==> src/rtl/twcm_pkg.sv <==
// Shared types, constants and helper functions of the time weighted circular mean block.
package twcm_pkg;

    // CORDIC datapath: x and y words, angle accumulator in 2^-24 turn
    localparam int CW        = 48;
    localparam int ZW        = 26;
    localparam int STEPS     = 16;
    localparam int STEP_W    = 4;
    localparam int LUT_W     = 22;
    localparam int ACC_W     = 45;
    localparam int WIN_W     = 20;
    localparam int TIME_W    = 48;
    localparam int ANGLE_W   = 16;
    localparam int PROD_W    = 37;

    localparam logic signed [CW-1:0] CORDIC_GAIN_Q30 = 48'sd652032874;
    localparam logic signed [ZW-1:0] HALF_TURN       = 26'sd8388608;

    // Configuration register indexes
    localparam logic REG_WINDOW       = 1'b0;
    localparam logic REG_MIN_INTERVAL = 1'b1;

    typedef logic signed [CW-1:0] t_cword;
    typedef logic signed [ZW-1:0] t_zword;

    // arctan(2^-i) in units of 2^-24 turn
    function automatic logic [LUT_W-1:0] atan_lut(input logic [STEP_W-1:0] step);
        logic [LUT_W-1:0] v;
        case (step)
            4'd0:    v = 22'd2097152;
            4'd1:    v = 22'd1238021;
            4'd2:    v = 22'd654136;
            4'd3:    v = 22'd332050;
            4'd4:    v = 22'd166669;
            4'd5:    v = 22'd83416;
            4'd6:    v = 22'd41718;
            4'd7:    v = 22'd20860;
            4'd8:    v = 22'd10430;
            4'd9:    v = 22'd5215;
            4'd10:   v = 22'd2608;
            4'd11:   v = 22'd1304;
            4'd12:   v = 22'd652;
            4'd13:   v = 22'd326;
            4'd14:   v = 22'd163;
            4'd15:   v = 22'd81;
            default: v = 22'd0;
        endcase
        return v;
    endfunction

    // Round a Q2.30 value to Q1.15 and clamp to the symmetric range.
    function automatic logic signed [15:0] q30_to_q15(input t_cword v);
        t_cword r;
        r = v + 48'sd16384;
        r = r >>> 15;
        if (r > 48'sd32767) begin
            return 16'sd32767;
        end else if (r < -48'sd32767) begin
            return -16'sd32767;
        end else begin
            return r[15:0];
        end
    endfunction

endpackage

==> src/rtl/twcm_ram.sv <==
// Generic single write port, single read port RAM with registered read data.
module twcm_ram #(
    parameter int WIDTH = 80,
    parameter int DEPTH = 16
) (
    input  logic                     i_clk,
    input  logic                     i_we,
    input  logic [$clog2(DEPTH)-1:0] i_waddr,
    input  logic [WIDTH-1:0]         i_wdata,
    input  logic                     i_re,
    input  logic [$clog2(DEPTH)-1:0] i_raddr,
    output logic [WIDTH-1:0]         o_rdata
);
    logic [WIDTH-1:0] r_mem [DEPTH];
    logic [WIDTH-1:0] r_rdata;

    always_ff @(posedge i_clk) begin
        if (i_we) begin
            r_mem[i_waddr] <= i_wdata;
        end
        if (i_re) begin
            r_rdata <= r_mem[i_raddr];
        end
    end

    assign o_rdata = r_rdata;
endmodule

==> src/rtl/twcm_cordic.sv <==
// Iterative CORDIC unit, one micro-rotation per cycle, rotation or vectoring mode.
module twcm_cordic (
    input  logic               i_clk,
    input  logic               i_rst_n,
    input  logic               i_start,
    input  logic               i_vector,
    input  twcm_pkg::t_cword   i_x,
    input  twcm_pkg::t_cword   i_y,
    input  twcm_pkg::t_zword   i_z,
    output logic               o_done,
    output twcm_pkg::t_cword   o_x,
    output twcm_pkg::t_cword   o_y,
    output twcm_pkg::t_zword   o_z
);
    twcm_pkg::t_cword r_x, r_y, n_x, n_y;
    twcm_pkg::t_zword r_z, n_z;
    logic [twcm_pkg::STEP_W-1:0] r_step;
    logic r_vec, r_busy, r_done;

    twcm_pkg::t_cword dx, dy;
    twcm_pkg::t_zword ang;
    logic pos;

    always_comb begin
        dx  = r_y >>> r_step;
        dy  = r_x >>> r_step;
        ang = $signed({{(twcm_pkg::ZW - twcm_pkg::LUT_W){1'b0}}, twcm_pkg::atan_lut(r_step)});
        // Rotation drives z to zero, vectoring drives y to zero.
        pos = r_vec ? r_y[twcm_pkg::CW-1] : ~r_z[twcm_pkg::ZW-1];
        if (pos) begin
            n_x = r_x - dx;
            n_y = r_y + dy;
            n_z = r_z - ang;
        end else begin
            n_x = r_x + dx;
            n_y = r_y - dy;
            n_z = r_z + ang;
        end
    end

    always_ff @(posedge i_clk) begin
        if (!i_rst_n) begin
            r_busy <= 1'b0;
            r_done <= 1'b0;
            r_step <= '0;
        end else begin
            r_done <= 1'b0;
            if (i_start) begin
                r_busy <= 1'b1;
                r_step <= '0;
            end else if (r_busy) begin
                r_step <= r_step + 1'b1;
                if (r_step == twcm_pkg::STEP_W'(twcm_pkg::STEPS - 1)) begin
                    r_busy <= 1'b0;
                    r_done <= 1'b1;
                end
            end
        end
    end

    always_ff @(posedge i_clk) begin
        if (i_start) begin
            r_x   <= i_x;
            r_y   <= i_y;
            r_z   <= i_z;
            r_vec <= i_vector;
        end else if (r_busy) begin
            r_x <= n_x;
            r_y <= n_y;
            r_z <= n_z;
        end
    end

    assign o_done = r_done;
    assign o_x    = r_x;
    assign o_y    = r_y;
    assign o_z    = r_z;
endmodule

==> src/rtl/time_weighted_circular_mean.sv <==
// Top level of the time weighted circular mean of rotary angle samples.
//
//  channel   direction  handshake            payload (lowest bit first)
//  s_*       in         s_tvalid / s_tready  s_tdata: angle[15:0], time_us[63:16]
//  m_*       out        m_tvalid / m_tready  m_tdata: smoothed_angle; m_tuser: updated
//  i_cfg_*   in         i_cfg_we             i_cfg_idx selects, i_cfg_data is the value
//
// A request whose timestamp is less than the minimum interval after the newest
// stored sample is answered in the cycle after acceptance with the held angle.
// A fresh request goes from acceptance to the result through the 16-step
// sine/cosine CORDIC, then the read, weight, sine product, cosine product and
// accumulate phases of each history entry through the single shared multiplier,
// a set-up state, the normalisation shifter and the 16-step vectoring CORDIC.
// Reset is synchronous; it clears all valid bits of the history so no clearing
// pass is needed. s_tready is low while a request is in work and while a result
// waits in the output register; m_tready low only stalls that register.
module time_weighted_circular_mean #(
    parameter int HISTORY_DEPTH = 16
) (
    input  logic        i_clk,
    input  logic        i_rst_n,
    input  logic        s_tvalid,
    output logic        s_tready,
    input  logic [63:0] s_tdata,   // angle[15:0], time_us[63:16]
    output logic        m_tvalid,
    input  logic        m_tready,
    output logic [15:0] m_tdata,   // smoothed_angle[15:0]
    output logic [0:0]  m_tuser,   // updated[0]
    input  logic        i_cfg_we,
    input  logic        i_cfg_idx,
    input  logic [19:0] i_cfg_data
);
    localparam int AW    = $clog2(HISTORY_DEPTH);
    localparam int MEM_W = twcm_pkg::TIME_W + 32;

    localparam logic [2:0] ST_IDLE   = 3'd0;
    localparam logic [2:0] ST_SINCOS = 3'd1;
    localparam logic [2:0] ST_ACC    = 3'd2;
    localparam logic [2:0] ST_PREP   = 3'd3;
    localparam logic [2:0] ST_NORM   = 3'd4;
    localparam logic [2:0] ST_VEC    = 3'd5;

    localparam logic [2:0] PH_READ = 3'd0;
    localparam logic [2:0] PH_WGT  = 3'd1;
    localparam logic [2:0] PH_MSIN = 3'd2;
    localparam logic [2:0] PH_MCOS = 3'd3;
    localparam logic [2:0] PH_ACC  = 3'd4;

    localparam twcm_pkg::t_cword LIM36 = 48'sd68719476736;
    localparam twcm_pkg::t_cword LIM40 = 48'sd1099511627776;

    logic [2:0] r_state, r_ph;
    logic [AW-1:0] r_wslot, r_k, next_slot;
    logic [HISTORY_DEPTH-1:0] r_valid;
    logic [twcm_pkg::TIME_W-1:0] r_last, r_now;
    logic [twcm_pkg::ANGLE_W-1:0] r_angle, r_held;
    logic [twcm_pkg::WIN_W-1:0] r_window, r_min_int;
    logic [twcm_pkg::WIN_W-1:0] r_w, n_w;
    logic signed [15:0] r_sin, r_cos;
    logic signed [twcm_pkg::PROD_W-1:0] r_prod;
    logic signed [twcm_pkg::ACC_W-1:0] r_acc_s, r_acc_c;
    twcm_pkg::t_cword r_nx, r_ny;
    twcm_pkg::t_zword r_nz, z_round;
    logic r_out_valid, r_out_upd;
    logic [15:0] r_out_angle;

    logic accept, fresh;
    logic signed [twcm_pkg::TIME_W:0] gap;
    logic cor_start, cor_vec, cor_done;
    twcm_pkg::t_cword cor_x, cor_y, cor_ox, cor_oy, xs0, ys0;
    twcm_pkg::t_zword cor_z, cor_oz;
    logic signed [15:0] q_c, q_s, sc_sin, sc_cos;
    logic ram_we, ram_re;
    logic [MEM_W-1:0] ram_wdata, ram_rdata;
    logic [twcm_pkg::TIME_W-1:0] ent_time, age;
    logic signed [15:0] mul_op;
    logic small36, small40;

    assign s_tready = (r_state == ST_IDLE) && !r_out_valid;
    assign accept   = s_tvalid && s_tready;
    assign gap      = $signed({1'b0, s_tdata[63:16]}) - $signed({1'b0, r_last});
    assign fresh    = gap >= $signed({{(twcm_pkg::TIME_W + 1 - twcm_pkg::WIN_W){1'b0}}, r_min_int});
    assign next_slot = (r_wslot == AW'(HISTORY_DEPTH - 1)) ? '0 : r_wslot + 1'b1;

    // Sine/cosine CORDIC on the angle within its quadrant, then vectoring for atan2.
    assign cor_start = (accept && fresh) || ((r_state == ST_NORM) && !small40);
    assign cor_vec   = (r_state != ST_IDLE);
    assign cor_x     = cor_vec ? r_nx : twcm_pkg::CORDIC_GAIN_Q30;
    assign cor_y     = cor_vec ? r_ny : '0;
    assign cor_z     = cor_vec ? r_nz : $signed({4'b0, s_tdata[13:0], 8'b0});

    twcm_cordic u_cordic (
        .i_clk   (i_clk),
        .i_rst_n (i_rst_n),
        .i_start (cor_start),
        .i_vector(cor_vec),
        .i_x     (cor_x),
        .i_y     (cor_y),
        .i_z     (cor_z),
        .o_done  (cor_done),
        .o_x     (cor_ox),
        .o_y     (cor_oy),
        .o_z     (cor_oz)
    );

    // Move the first-quadrant result to the quadrant of the angle.
    always_comb begin
        q_c = twcm_pkg::q30_to_q15(cor_ox);
        q_s = twcm_pkg::q30_to_q15(cor_oy);
        case (r_angle[15:14])
            2'd0: begin
                sc_sin = q_s;
                sc_cos = q_c;
            end
            2'd1: begin
                sc_sin = q_c;
                sc_cos = -q_s;
            end
            2'd2: begin
                sc_sin = -q_s;
                sc_cos = -q_c;
            end
            default: begin
                sc_sin = -q_c;
                sc_cos = q_s;
            end
        endcase
    end

    // History ring: time, sine and cosine of each stored sample.
    assign ram_we    = (r_state == ST_SINCOS) && cor_done;
    assign ram_wdata = {r_now, sc_sin, sc_cos};
    assign ram_re    = (r_state == ST_ACC) && (r_ph == PH_READ);

    twcm_ram #(
        .WIDTH(MEM_W),
        .DEPTH(HISTORY_DEPTH)
    ) u_hist (
        .i_clk  (i_clk),
        .i_we   (ram_we),
        .i_waddr(r_wslot),
        .i_wdata(ram_wdata),
        .i_re   (ram_re),
        .i_raddr(r_k),
        .o_rdata(ram_rdata)
    );

    // Weight of an entry: window minus age, a future timestamp counting as age zero.
    always_comb begin
        ent_time = ram_rdata[MEM_W-1:32];
        age      = r_now - ent_time;
        if (!r_valid[r_k]) begin
            n_w = '0;
        end else if (ent_time > r_now) begin
            n_w = r_window;
        end else if (age < {{(twcm_pkg::TIME_W - twcm_pkg::WIN_W){1'b0}}, r_window}) begin
            n_w = r_window - age[twcm_pkg::WIN_W-1:0];
        end else begin
            n_w = '0;
        end
    end

    assign mul_op = (r_ph == PH_MSIN) ? r_sin : r_cos;

    // atan2 set-up: zero cosine sum becomes one LSB, negative cosine turns half a turn.
    always_comb begin
        xs0 = (r_acc_c == '0) ? 48'sd1 : twcm_pkg::CW'(r_acc_c);
        ys0 = twcm_pkg::CW'(r_acc_s);
    end

    assign small36 = (r_nx < LIM36) && (r_ny < LIM36) && (r_ny > -LIM36);
    assign small40 = (r_nx < LIM40) && (r_ny < LIM40) && (r_ny > -LIM40);
    assign z_round = cor_oz + 26'sd128;

    always_ff @(posedge i_clk) begin
        if (!i_rst_n) begin
            r_state     <= ST_IDLE;
            r_ph        <= PH_READ;
            r_k         <= '0;
            r_wslot     <= '0;
            r_valid     <= '0;
            r_last      <= '0;
            r_held      <= '0;
            r_window    <= 20'd48000;
            r_min_int   <= 20'd900;
            r_out_valid <= 1'b0;
        end else begin
            if (i_cfg_we) begin
                case (i_cfg_idx)
                    twcm_pkg::REG_WINDOW:       r_window  <= i_cfg_data;
                    twcm_pkg::REG_MIN_INTERVAL: r_min_int <= i_cfg_data;
                    default: ;
                endcase
            end
            if (r_out_valid && m_tready) begin
                r_out_valid <= 1'b0;
            end
            case (r_state)
                ST_IDLE: begin
                    if (accept) begin
                        if (fresh) begin
                            r_wslot <= next_slot;
                            r_last  <= s_tdata[63:16];
                            r_state <= ST_SINCOS;
                        end else begin
                            r_out_valid <= 1'b1;
                            r_out_angle <= r_held;
                            r_out_upd   <= 1'b0;
                        end
                    end
                end
                ST_SINCOS: begin
                    if (cor_done) begin
                        r_valid[r_wslot] <= 1'b1;
                        r_k     <= '0;
                        r_ph    <= PH_READ;
                        r_state <= ST_ACC;
                    end
                end
                ST_ACC: begin
                    case (r_ph)
                        PH_READ: r_ph <= PH_WGT;
                        PH_WGT:  r_ph <= PH_MSIN;
                        PH_MSIN: r_ph <= PH_MCOS;
                        PH_MCOS: r_ph <= PH_ACC;
                        default: begin
                            r_ph <= PH_READ;
                            r_k  <= r_k + 1'b1;
                            if (r_k == AW'(HISTORY_DEPTH - 1)) begin
                                r_state <= ST_PREP;
                            end
                        end
                    endcase
                end
                ST_PREP: r_state <= ST_NORM;
                ST_NORM: begin
                    if (!small40) begin
                        r_state <= ST_VEC;
                    end
                end
                ST_VEC: begin
                    if (cor_done) begin
                        r_held      <= z_round[23:8];
                        r_out_valid <= 1'b1;
                        r_out_angle <= z_round[23:8];
                        r_out_upd   <= 1'b1;
                        r_state     <= ST_IDLE;
                    end
                end
                default: r_state <= ST_IDLE;
            endcase
        end
    end

    // Datapath registers without reset.
    always_ff @(posedge i_clk) begin
        if (accept) begin
            r_angle <= s_tdata[15:0];
            r_now   <= s_tdata[63:16];
        end
        if ((r_state == ST_SINCOS) && cor_done) begin
            r_acc_s <= '0;
            r_acc_c <= '0;
        end
        if (r_state == ST_ACC) begin
            case (r_ph)
                PH_WGT: begin
                    r_w   <= n_w;
                    r_sin <= $signed(ram_rdata[31:16]);
                    r_cos <= $signed(ram_rdata[15:0]);
                end
                PH_MSIN: r_prod <= $signed({1'b0, r_w}) * mul_op;
                PH_MCOS: begin
                    r_acc_s <= r_acc_s + twcm_pkg::ACC_W'(r_prod);
                    r_prod  <= $signed({1'b0, r_w}) * mul_op;
                end
                PH_ACC: r_acc_c <= r_acc_c + twcm_pkg::ACC_W'(r_prod);
                default: ;
            endcase
        end
        if (r_state == ST_PREP) begin
            if (xs0[twcm_pkg::CW-1]) begin
                r_nx <= -xs0;
                r_ny <= -ys0;
                r_nz <= twcm_pkg::HALF_TURN;
            end else begin
                r_nx <= xs0;
                r_ny <= ys0;
                r_nz <= '0;
            end
        end else if (r_state == ST_NORM) begin
            // Four doublings at once while both stay well clear of the limit.
            if (small36) begin
                r_nx <= r_nx <<< 4;
                r_ny <= r_ny <<< 4;
            end else if (small40) begin
                r_nx <= r_nx <<< 1;
                r_ny <= r_ny <<< 1;
            end
        end
    end

    assign m_tvalid = r_out_valid;
    assign m_tdata  = r_out_angle;
    assign m_tuser  = r_out_upd;
endmodule

==> config.mk <==
export PLATFORM = sky130hd
export DESIGN_NAME = time_weighted_circular_mean
export DESIGN_NICKNAME = d
export VERILOG_FILES = /design/src/rtl/twcm_pkg.sv /design/src/rtl/twcm_ram.sv /design/src/rtl/twcm_cordic.sv /design/src/rtl/time_weighted_circular_mean.sv
export SDC_FILE = /design/constraint.sdc
export NUM_CORES = 2
export LEC_CHECK = 0
export ABC_CLOCK_PERIOD_IN_PS = 9130
export BUFFER_PORTS_ARGS = -buffer_cell sky130_fd_sc_hd__clkbuf_2
export CAP_MARGIN = 20
export CORE_UTILIZATION = 60
export CTS_BUF_LIST = sky130_fd_sc_hd__clkbuf_4 sky130_fd_sc_hd__clkbuf_8
export CTS_CLUSTER_DIAMETER = 40
export DETAILED_ROUTE_END_ITERATION = 10
export PLACE_DENSITY_LB_ADDON = 0.2
export SLEW_MARGIN = 20
export SYNTH_ARGS = -nofsm -noshare
export SYNTH_HDL_FRONTEND = slang
export SYNTH_SLANG_ARGS = --single-unit
==> constraint.sdc <==
create_clock -name i_clk -period 9.13 [get_ports i_clk]
set_clock_uncertainty 0.15 [all_clocks]
set_input_delay 1.3695 -clock i_clk [delete_from_list [all_inputs] [get_ports i_clk]]
set_output_delay 1.3695 -clock i_clk [all_outputs]
set_load 0.005 [all_outputs]
==> qor.txt <==
status -> finished clean
actual slew at the worst max-slew pin -> 1.14 ns
Worst-path clk slew -> 0.06 ns
CTS tree -> done
final-stage net count -> 10600
synth-to-layout area growth -> 9.31%
row cnt -> 160
layout cells sized above 1 -> 0.151
post-CTS setup buffers -> 0
count leader, synth -> edfxtp_1
Fmax achieved -> 119 MHz
CTS Buf Count -> 361
GRT Total Usage -> 0.328
Worst Path Max Fanout -> 20
total power -> 33.0 mW
Sum Neg Setup Slack -> 0 ns
startpoint types -> flip-flop
pwr/cell area -> 261 nW/µm²
Syn Nets -> 10500
Pleak -> 45.9 nW
ys flop type -> edfxtp_1
Non-Filler Instances -> 12500
# hold bufs at CTS -> 0
largest net degree at the start of global routing -> 131
Routed Antenna Nets -> 0
RSZ-0062 raised after global routing -> no
type of the worst setup path -> reg2reg
clock tree buffer depth -> 4
top cell type's share of synthesized area -> 0.450
Reg area -> 57200 µm²
commonest cells in the synthesized netlist -> edfxtp_1 (1736), nand2_1 (858), inv_1 (618), o21ai_0 (599), ha_1 (515)
Fillers -> 14000
number of placed instances, taps included -> 11900
part of the cycle the worst path needs -> 0.917
Synth area leader -> edfxtp_1
fraction of the mapped netlist area in compound gates -> 0.0998
#FFs+latches synth -> 1989
Synth Area in Simple Gates -> 0.106
DRC violations left -> 0
HP Class -> reg2reg
CTS sink cnt -> 1989
die area -> 195000 µm²
via count -> 80600
first-pass GRT wire length -> 482000 µm
gpl congestion -> 0.977
Yosys cell types -> 94
grt ovf -> 0
Critical Path AT -> 8.98 ns
Max rail drop VDD -> 0.000214 V
Post-Syn Instances -> 9598
YS warnings -> 0
vias in the first global route -> 80600
required time of the critical path -> 9.74 ns
register area share after synthesis -> 0.494
main combinational cell family by area after synthesis -> multiplexers
die height -> 441 µm
area occupied by multi-input gates -> 54800 µm²
Initial Util -> 0.607
Initial DRT Pass Iterations -> 6
Post-Route WL -> 320000 µm
Post-synth ARST share -> 0
Adder-Cell Fraction of Synth Area -> 0.100
max-slew violations -> 0
die width -> 441 µm
detailed placement HPWL -> 219000 µm
clock latency at the later pin of the worst-skew pair -> 1.09 ns
Rel. slew slack -> 0.232
final-report hold violation count -> 0
Final Critical Period -> 8.37 ns
Resize count post-CTS -> 0
most area-consuming cells after synthesis -> edfxtp_1 (45%), mux4_2 (9.8%), ha_1 (5.6%)
drt initial violations -> 7529
XOR/XNOR Fraction of Synth Area -> 0.0422
Post-synth EDFFs -> 1736
H-tree depth -> 5
Vias/cell -> 6.42
synthesized cell area -> 116000 µm²
Mapped Avg Cell Area -> 12.1 µm²
CTS root buf -> clkbuf_8
Ports -> 109
core area -> 191000 µm²
Worst setup EP type -> flip-flop
initial antenna violation count -> 8
WL/cell -> 25.5 µm
MaxCap Viol Count -> 0
Final Setup Violations -> 0
Buffers on Ports -> 108
multiplexer area fraction after synthesis -> 0.122
==> flip-flops by register name, indices dropped and copies added (netlist names), 22 cells and up <==
signal / cells
r_last: 48
u_cordic.ang: 22
u_cordic.o_x: 48
r_acc_c: 45
r_acc_s: 45
u_hist.r_mem: 1280
u_hist.o_rdata: 80
r_now: 48
r_prod: 37
r_nx: 48
r_ny: 48
u_cordic.o_y: 48
u_cordic.o_z: 26
==> report_power, final <==
| part | leakage [nW] | switching (mW) | total [mW] | internal, mW |
|---|---|---|---|---|
| clock network | 3.82 | 3.72 | 8.55 | 4.83 |
| registers | 17.7 | 1.05 | 12.2 | 11.1 |
| logic | 24.3 | 7.30 | 12.3 | 4.98 |
| total | 45.9 | 12.1 | 33.0 | 20.9 |
==> area by class of cell <==
cell class                      instances  share of cell area
Antenna cell                            8            0.000158
Clock buffer                          472              0.0468
Clock inverter                        164              0.0107
Inverter                              621              0.0184
Multi-Input combinational cell       6514               0.433
Sequential cell                      1989               0.452
Tap cell                             2511              0.0248
Timing Repair Buffer                  267              0.0146
==> layout by cell type, fill, tap and decap left out, types with 29 or more instances in the layout <==
master,count
xnor2_1,327
fa_1,258
and2_1,185
nor2_1,439
o211ai_1,48
nand4_1,80
a21oi_1,467
or2_2,30
nand3_1,309
inv_1,614
o21a_1,76
a21o_1,145
ha_1,515
mux2i_1,234
nand2b_1,83
clkbuf_4,91
mux4_2,504
dfxtp_1,244
buf_4,149
o21ai_0,596
o31ai_1,66
a211oi_1,60
nor3_1,130
or3_1,54
xor2_1,230
nand2_1,855
mux2_2,37
nor2b_1,83
clkbuf_8,381
edfxtp_1,1736
o21bai_1,52
and3_1,80
and4_1,29
nor4_1,55
clkinv_1,63
a31oi_1,72
clkbuf_2,108
clkinv_2,53
==> critical path, stage by stage, from the launching register on <==
cell	delay, ns
dfxtp_1	0.50
nor3b_2	0.21
buf_4	0.29
mux2_2	0.59
and2_1	0.27
fa_1	0.54
inv_1	0.06
fa_1	0.53
inv_1	0.05
fa_1	0.46
fa_1	0.49
inv_1	0.05
fa_1	0.49
fa_1	0.54
inv_1	0.04
ha_1	0.21
or3_1	0.42
nand2b_1	0.18
o211ai_1	0.30
a31oi_1	0.22
a41oi_1	0.33
a211oi_1	0.16
a31o_2	0.30
a2111oi_0	0.41
nor3_1	0.13
xor2_1	0.16
==> per-stage QoR <==
| step | setup slack [ns] | area [µm²] | hold slack (ns) | util |
|---|---|---|---|---|
| after floorplan | 0.515 | 116000 | 0.250 | - |
| after global placement | 0.273 | 119000 | 0.254 | 0.624 |
| after detailed placement | 0.330 | 119000 | 0.255 | 0.625 |
| after CTS | 0.757 | 127000 | 0.249 | 0.663 |
| after global routing | 0.359 | 127000 | 0.274 | 0.663 |
| final | 0.756 | 127000 | 0.247 | 0.663 |
==> path summary, 6_finish.rpt <==
kind / slack, ns / startpoint / end / cells past startpoint
setup / recovery: 0.76 / r_ph[1]$_SDFFE_PN0P_ / r_prod[33]$_DFFE_PP_ / 25
hold reg to reg: 0.25 / u_hist.o_rdata[0]$_DFFE_PP_ / r_cos[0]$_DFFE_PP_ / 0
setup reg to reg: 0.76 / r_ph[1]$_SDFFE_PN0P_ / r_prod[33]$_DFFE_PP_ / 25
hold / removal: 0.25 / u_hist.o_rdata[0]$_DFFE_PP_ / r_cos[0]$_DFFE_PP_ / 0
==> cell families after synthesis <==
kind of cell,count (synthesis)
and+or+nand+nor,2535
DFF,1989
AOI/OAI and AO/OA,1867
buffers and inverters,1095
muxes,781
adders and majority gates,773
xor gates and xnor gates,558
==> routing by layer <==
metal,global-route usage,share of wire,routed length (µm),vias to the layer above
met5,0,0,0,-
met4,0.163,0.053,16900,0
met3,0.0508,0.074,23600,783
met2,0.549,0.49,156000,3649
met1,0.417,0.39,123000,40000
li1,-,-,-,36100
No activity file was read; power rests on OpenSTA's default activity.
